<file path="config.mk">
export PLATFORM = sky130hd
export DESIGN_NAME = ordered_array_insert_delete
export DESIGN_NICKNAME = d
export VERILOG_FILES = /design/src/hdl/oaid_pkg.sv /design/src/hdl/oaid_cell.sv /design/src/hdl/ordered_array_insert_delete.sv
export SDC_FILE = /design/constraint.sdc
export NUM_CORES = 2
export LEC_CHECK = 0
export ABC_AREA = 1
export BUFFER_PORTS_ARGS = -buffer_cell sky130_fd_sc_hd__buf_2
export CELL_PAD_IN_SITES_DETAIL_PLACEMENT = 0
export CELL_PAD_IN_SITES_GLOBAL_PLACEMENT = 2
export CORE_MARGIN = 2
export CORE_UTILIZATION = 37
export DETAILED_ROUTE_END_ITERATION = 10
export GPL_ROUTABILITY_DRIVEN = 0
export PLACE_DENSITY = 0.9
export SLEW_MARGIN = 10
export SYNTH_ARGS = -nofsm -noshare
export SYNTH_HDL_FRONTEND = slang
export SYNTH_HIERARCHICAL = 1
export SYNTH_SLANG_ARGS = --single-unit
</file>
<file path="constraint.sdc">
create_clock -name clk -period 7.05 [get_ports clk]
set_input_delay 0.705 -clock clk [delete_from_list [all_inputs] [get_ports clk]]
set_output_delay 0.705 -clock clk [all_outputs]
set_load 0.03 [all_outputs]
</file>
<file path="src/hdl/oaid_pkg.sv">
`default_nettype none
package oaid_pkg;

  localparam int DEPTH = 16;
  localparam int IDX_W = $clog2(DEPTH);
  localparam int CNT_W = $clog2(DEPTH + 1);
  localparam int VAL_W = 32;
  localparam int POS_W = 5;

  typedef enum logic [1:0] {
    FN_INSERT    = 2'd0,
    FN_DELETE    = 2'd1,
    FN_DEL_VALUE = 2'd2,
    FN_READ      = 2'd3
  } func_t;

  typedef enum logic [1:0] {
    ST_OK       = 2'd0,
    ST_BADPOS   = 2'd1,
    ST_FULL     = 2'd2,
    ST_NOTFOUND = 2'd3
  } status_t;

  typedef enum logic [1:0] {
    CMD_HOLD,
    CMD_INS,
    CMD_DEL
  } cell_op_t;

  typedef enum logic [1:0] {
    S_IDLE,
    S_APPLY
  } state_t;

  typedef struct packed {
    cell_op_t                 op;
    logic [IDX_W-1:0]         idx;
    logic signed [VAL_W-1:0]  val;
  } cell_cmd_t;

endpackage
`default_nettype wire

</file>
<file path="src/hdl/oaid_cell.sv">
`default_nettype none
module oaid_cell (
  input  wire logic                               clk,
  input  wire oaid_pkg::cell_cmd_t                cmd,
  input  wire logic [oaid_pkg::IDX_W-1:0]         cell_idx,
  input  wire logic signed [oaid_pkg::VAL_W-1:0]  left_i,
  input  wire logic signed [oaid_pkg::VAL_W-1:0]  right_i,
  input  wire logic                               cmp_en,
  input  wire logic signed [oaid_pkg::VAL_W-1:0]  cmp_val,
  output logic signed [oaid_pkg::VAL_W-1:0]       entry_o,
  output logic                                    hit_o
);

  logic signed [oaid_pkg::VAL_W-1:0] entry_r, entry_nxt;
  logic                              hit_r;

  // shift up above the insert point, shift down from the delete point
  always_comb begin
    entry_nxt = entry_r;
    case (cmd.op)
      oaid_pkg::CMD_INS: begin
        if (cell_idx == cmd.idx) begin
          entry_nxt = cmd.val;
        end else if (cell_idx > cmd.idx) begin
          entry_nxt = left_i;
        end
      end
      oaid_pkg::CMD_DEL: begin
        if (cell_idx >= cmd.idx) begin
          entry_nxt = right_i;
        end
      end
      default: entry_nxt = entry_r;
    endcase
  end

  always_ff @(posedge clk) begin
    entry_r <= entry_nxt;
    if (cmp_en) begin
      hit_r <= (entry_r == cmp_val);
    end
  end

  assign entry_o = entry_r;
  assign hit_o   = hit_r;

endmodule
`default_nettype wire

</file>
<file path="src/hdl/ordered_array_insert_delete.sv">
`default_nettype none
// Ordered array kept in a row of 16 cells, one signed 32-bit entry per cell,
// plus an entry count. Each input transaction is one operation selected by
// in_tuser: insert at a position (later entries move up), delete at a position
// (later entries move down), delete the highest-indexed entry equal to a value,
// or read an entry. Each operation returns exactly one result transaction with
// a status in out_tuser; on any error the array and count are untouched and
// data and index read as zero. An operation has a compare step and an apply step:
// in the accept cycle every cell compares its entry with the incoming value,
// and in the apply step the matches are resolved and all cells shift at once as
// the result is loaded into the output register. The block takes no new
// transaction until the apply step is done; a held result stalls only the
// apply step.
module ordered_array_insert_delete (
  input  wire logic        clk,
  input  wire logic        rst_n,
  input  wire logic        in_tvalid,
  output logic             in_tready,
  input  wire logic [39:0] in_tdata,   // [4:0] position, [36:5] value, rest zero
  input  wire logic [1:0]  in_tuser,   // [1:0] func
  output logic             out_tvalid,
  input  wire logic        out_tready,
  output logic [47:0]      out_tdata,  // [31:0] data, [36:32] where, [41:37] count_after
  output logic [1:0]       out_tuser   // [1:0] status
);

  localparam int DEPTH = oaid_pkg::DEPTH;
  localparam int IDX_W = oaid_pkg::IDX_W;
  localparam int CNT_W = oaid_pkg::CNT_W;
  localparam int VAL_W = oaid_pkg::VAL_W;
  localparam int POS_W = oaid_pkg::POS_W;

  // control state
  oaid_pkg::state_t state_r, state_nxt;
  logic [CNT_W-1:0] count_r, count_nxt;
  logic             out_valid_r, out_valid_nxt;

  // captured operation
  oaid_pkg::func_t          func_r;
  logic [POS_W-1:0]         pos_r;
  logic signed [VAL_W-1:0]  val_r;

  // result register
  oaid_pkg::status_t        status_r, status_nxt;
  logic signed [VAL_W-1:0]  data_r, data_nxt;
  logic [POS_W-1:0]         where_r, where_nxt;
  logic [CNT_W-1:0]         cnt_out_r, cnt_out_nxt;

  // cell row
  oaid_pkg::cell_cmd_t      cmd;
  logic signed [VAL_W-1:0]  entry [DEPTH];
  logic [DEPTH-1:0]         hit;
  logic                     in_acc;
  logic                     apply_go;

  // highest matching live entry
  logic                     any_hit;
  logic [IDX_W-1:0]         hit_at;
  logic [IDX_W-1:0]         pos_idx;
  logic [CNT_W-1:0]         pos_ext;

  assign in_acc  = in_tvalid && in_tready;
  assign pos_idx = pos_r[IDX_W-1:0];
  assign pos_ext = CNT_W'(pos_r);

  genvar gi;
  generate
    for (gi = 0; gi < DEPTH; gi++) begin : g_cell
      logic signed [VAL_W-1:0] left_v, right_v;
      if (gi == 0) begin : g_first
        assign left_v = '0;
      end else begin : g_mid_l
        assign left_v = entry[gi-1];
      end
      if (gi == DEPTH - 1) begin : g_last
        assign right_v = '0;
      end else begin : g_mid_r
        assign right_v = entry[gi+1];
      end
      oaid_cell u_cell (
        .clk      (clk),
        .cmd      (cmd),
        .cell_idx (IDX_W'(gi)),
        .left_i   (left_v),
        .right_i  (right_v),
        .cmp_en   (in_acc),
        .cmp_val  (in_tdata[36:5]),
        .entry_o  (entry[gi]),
        .hit_o    (hit[gi])
      );
    end
  endgenerate

  // priority pick, only entries below the count count as live
  always_comb begin
    any_hit = 1'b0;
    hit_at  = '0;
    for (int i = 0; i < DEPTH; i++) begin
      if (hit[i] && (CNT_W'(i) < count_r)) begin
        any_hit = 1'b1;
        hit_at  = IDX_W'(i);
      end
    end
  end

  // apply step waits only while a result is still held
  assign apply_go = (state_r == oaid_pkg::S_APPLY) && (!out_valid_r || out_tready);

  always_comb begin
    state_nxt     = state_r;
    count_nxt     = count_r;
    out_valid_nxt = out_valid_r;
    status_nxt    = status_r;
    data_nxt      = data_r;
    where_nxt     = where_r;
    cnt_out_nxt   = cnt_out_r;
    cmd.op        = oaid_pkg::CMD_HOLD;
    cmd.idx       = pos_idx;
    cmd.val       = val_r;
    in_tready     = (state_r == oaid_pkg::S_IDLE);

    if (out_valid_r && out_tready) begin
      out_valid_nxt = 1'b0;
    end

    case (state_r)
      oaid_pkg::S_IDLE: begin
        if (in_acc) begin
          state_nxt = oaid_pkg::S_APPLY;
        end
      end
      oaid_pkg::S_APPLY: begin
        if (apply_go) begin
          state_nxt     = oaid_pkg::S_IDLE;
          out_valid_nxt = 1'b1;
          status_nxt    = oaid_pkg::ST_BADPOS;
          data_nxt      = '0;
          where_nxt     = '0;
          case (func_r)
            oaid_pkg::FN_INSERT: begin
              if (pos_ext > count_r) begin
                status_nxt = oaid_pkg::ST_BADPOS;
              end else if (count_r == CNT_W'(DEPTH)) begin
                status_nxt = oaid_pkg::ST_FULL;
              end else begin
                status_nxt = oaid_pkg::ST_OK;
                data_nxt   = val_r;
                where_nxt  = pos_r;
                count_nxt  = count_r + CNT_W'(1);
                cmd.op     = oaid_pkg::CMD_INS;
              end
            end
            oaid_pkg::FN_DELETE: begin
              if (pos_ext < count_r) begin
                status_nxt = oaid_pkg::ST_OK;
                data_nxt   = entry[pos_idx];
                where_nxt  = pos_r;
                count_nxt  = count_r - CNT_W'(1);
                cmd.op     = oaid_pkg::CMD_DEL;
              end
            end
            oaid_pkg::FN_DEL_VALUE: begin
              if (!any_hit) begin
                status_nxt = oaid_pkg::ST_NOTFOUND;
              end else begin
                status_nxt = oaid_pkg::ST_OK;
                data_nxt   = val_r;
                where_nxt  = POS_W'(hit_at);
                count_nxt  = count_r - CNT_W'(1);
                cmd.op     = oaid_pkg::CMD_DEL;
                cmd.idx    = hit_at;
              end
            end
            oaid_pkg::FN_READ: begin
              if (pos_ext < count_r) begin
                status_nxt = oaid_pkg::ST_OK;
                data_nxt   = entry[pos_idx];
                where_nxt  = pos_r;
              end
            end
            default: status_nxt = oaid_pkg::ST_BADPOS;
          endcase
          cnt_out_nxt = count_nxt;
        end
      end
      default: state_nxt = oaid_pkg::S_IDLE;
    endcase
  end

  always_ff @(posedge clk) begin
    if (!rst_n) begin
      state_r     <= oaid_pkg::S_IDLE;
      count_r     <= '0;
      out_valid_r <= 1'b0;
    end else begin
      state_r     <= state_nxt;
      count_r     <= count_nxt;
      out_valid_r <= out_valid_nxt;
    end
  end

  always_ff @(posedge clk) begin
    if (in_acc) begin
      func_r <= oaid_pkg::func_t'(in_tuser);
      pos_r  <= in_tdata[4:0];
      val_r  <= in_tdata[36:5];
    end
    status_r  <= status_nxt;
    data_r    <= data_nxt;
    where_r   <= where_nxt;
    cnt_out_r <= cnt_out_nxt;
  end

  assign out_tvalid = out_valid_r;
  assign out_tuser  = status_r;
  assign out_tdata  = {6'd0, POS_W'(cnt_out_r), where_r, data_r};

endmodule
`default_nettype wire

</file>
==> flow_metrics.tcl <==
set metrics [dict create \
    status "complete, no violations" \
    io-pin-count 98 \
    crit_fanout 33 \
    vias 47500 \
    max_cap_violations 0 \
    seq_area_um2 18490 \
    yosysSeqAreaShare_pct 38.62 \
    cts.reportedPaths.clkPinSlew_ns 0.06 \
    cts_tree "done" \
    clkSinkCount 618 \
    port_buffers 88 \
    post_cts_buffers 0 \
    synth-edff-count 611 \
    worstPathRequired_ns 7.38 \
    final_max_slew_viol_count 0 \
    antenna_found_initial 17 \
    synth_cell_types 47 \
    cp-start-kind "register" \
    cts_buffers 81 \
    detail_route.vias_per_cell 5.273 \
    min_period_ns 5.612 \
    first_pass_iters 8 \
    start_util_pct 37.39 \
    grt_pass1_vias 41810 \
    slew_headroom_pct 19.20 \
    fin_area_um2 52160 \
    cts_resized 0 \
    hpwl_um 125300 \
    fmax_mhz 178.2 \
    p_leak_uw 0.02517 \
    hold_path.class "primary input to register" \
    grt_use_met3_pct 3.476 \
    ant_nets 0 \
    min_period_over_period_pct 79.60 \
    top_usage_layer "met2" \
    crit_type "register to register" \
    nNetsFinal 7330 \
    synth-async-reset-ratio_pct 0 \
    grt_start_max_net_pins 98 \
    p_per_area_nw_per_um2 209.2 \
    critical_path_arrival_ns 5.94 \
    synth_warnings 6 \
    met2_usage_pct 42.11 \
    drc 0 \
    fp-row-count 131 \
    irDropWorstVdd_uv 152.4 \
    grt_use_total_pct 27.79 \
    use_met1_pct 40.48 \
    fp.dieW_um 363.7 \
    syn_area_um2 47870 \
    setup_tns_ns 0 \
    holdWs_ns 0.2368 \
    clock_path_buffers 3 \
    place_area_um2 49510 \
    grt_pass1_wl_um 276000 \
    dieArea_um2 132300 \
    avgSynthCellArea_um2 6.694 \
    endpoint_kind "register" \
    ys_ff_latch 618 \
    cts-root-buf "clkbuf_16" \
    grt-ovfl-total 0 \
    fp.dieH_um 363.7 \
    nFillCells 13470 \
    setup_viol 0 \
    clock_latency_ns 0.67 \
    rsz0062_at_grt "no" \
    cts_hold_buf 0 \
    synthToLayoutAreaGrowth_pct 8.965 \
    core_um2 128000 \
    fin_skew_ns 0.02908 \
    dr.first_iter.drc_count 5587 \
    wl_per_cell_um 20.89 \
    ys.flop_type "edfxtp_1" \
    drive_gt1_share_pct 5.321 \
    hold_viol_final 0 \
    multi_input_area_um2 24360 \
    postSynthCellCount 7151 \
    htreeDepth 3 \
    wl_um 188200 \
    worstMarginPinSlew_ns 1.212 \
]
## layer usage
metal,routed length [um],share of wire (%)
met5,32,0.017
met2,79800,42
met4,7096,3.8
met1,85140,45
met3,16110,8.6
## critical path, cell delays in order, from the launching register on
cell      delay (ns)
dfxtp_1         0.48
clkinv_1        0.33
nand2_1         0.28
nor2_1          0.06
nor2_1          0.10
nand2_1         0.06
nand2_1         0.06
nand2_1         0.05
nand2_1         0.05
nand2_1         0.04
nand2_1         0.06
nand2_1         0.05
nand2_1         0.05
nand2_1         0.05
nand2_1         0.05
nand2_1         0.05
nand2_1         0.07
nand3_1         0.07
nand2_1         0.63
ha_1            0.37
nand4_2         0.08
buf_4           0.45
clkinv_2        0.75
nor3_1          0.58
a21oi_4         0.03
buf_4           0.34
## cells by family (layout without fill, tap and decap cells)
| group | count (synthesis) | count (layout) | share of synthesized area (%) |
|---|---|---|---|
| other | 2 | 141 | 0.01569 |
| adder cells (fa/ha/maj) | 73 | 73 | 1.908 |
| AO/OA/AOI/OAI | 1016 | 1016 | 12.97 |
| flip-flops | 618 | 618 | 38.62 |
| XOR/XNOR | 54 | 54 | 0.9880 |
| buffers and inverters | 1220 | 1210 | 11.99 |
| AND/OR/NAND/NOR | 4168 | 4168 | 33.51 |
## per-stage QoR
stage                     cells  worst slack, ns  power, uW  util (%)
after floorplan            7283            1.988       5943         -
after global placement     8857            1.470       6614     38.68
after detailed placement   8857            1.488       6661     38.68
after CTS                  9002            1.453      10940     40.73
after global routing       9007            1.038      11330     40.74
final                      9009            1.438      10910     40.75
## final timing paths
path	to	start	slack [ns]	cells after the start
setup reg to reg	g_cell[0].u_cell/entry_o[18]	count_r[0]	1.44	25
hold / removal	func_r[1]	in_tuser[1]	0.24	1
hold reg to reg	out_tvalid	out_tvalid	0.50	2
setup / recovery	g_cell[0].u_cell/entry_o[18]	count_r[0]	1.44	25
## power by group
part           switching (uW)  leakage, uW  total (uW)  internal [uW]
clock network            1750      0.00129        4270           2520
registers                 204      0.00564        4500           4290
logic                    1530       0.0182        2140            608
## registers in the layout, indices dropped and copies added (netlist names)
name and flops:
pos_ext 5, state_r 1, val_r 32, cnt_out_r 5, data_r 32, g_cell.u_cell/entry_o 512
func_r 2, g_cell.u_cell/hit_o 16, out_tvalid 1, where_r 5, out_tuser 2, count_r 5
## cell usage after synthesis, drive strengths merged, types with 6 or more instances
cell	instances	area, um2
or2	16	100.1
nor3	16	90.09
nand3	80	410.4
inv	869	3267
edfxtp	611	18350
clkinv	19	91.34
nor2	1231	4651
a22oi	64	480.5
a31oi	512	3203
dfxtp	7	140.1
a21o	14	105.1
nand4	16	193.9
nand2	2806	10570
xor2	53	464.2
clkbuf	96	360.4
o22ai	6	43.79
o311ai	64	560.5
ha	73	913.4
a21oi	281	1406
buf	236	2022
o21ai	68	344.1
## layout by cell type (no fill, tap or decap), types with 4 or more instances in the layout
master,n
a21o_1,14
a21oi_1,267
a21oi_4,14
a22oi_1,64
a31oi_1,512
buf_2,88
buf_4,88
bufinv_16,9
clkbuf_1,20
clkbuf_16,84
clkinv_1,16
clkinv_2,27
conb_1,134
dfxtp_1,7
diode_2,7
edfxtp_1,611
ha_1,73
inv_1,864
inv_6,4
nand2_1,2797
nand2_2,7
nand3_1,78
nand4_2,15
nor2_1,1220
nor2_2,4
nor2_4,7
nor3_1,14
o21ai_0,51
o21ai_1,16
o22ai_1,5
o311ai_0,64
or2_2,16
xor2_1,53
## cell type report
cell class	count	share of cell area, %
Multi-Input combinational cell	5445	46.71
Sequential cell	618	35.44
Inverter	888	6.467
Clock buffer	106	4.227
Tap cell	1729	4.147
Timing Repair Buffer	177	2.149
Clock inverter	39	0.8228
Antenna cell	7	0.03358
No activity file was read; power rests on OpenSTA's default activity.
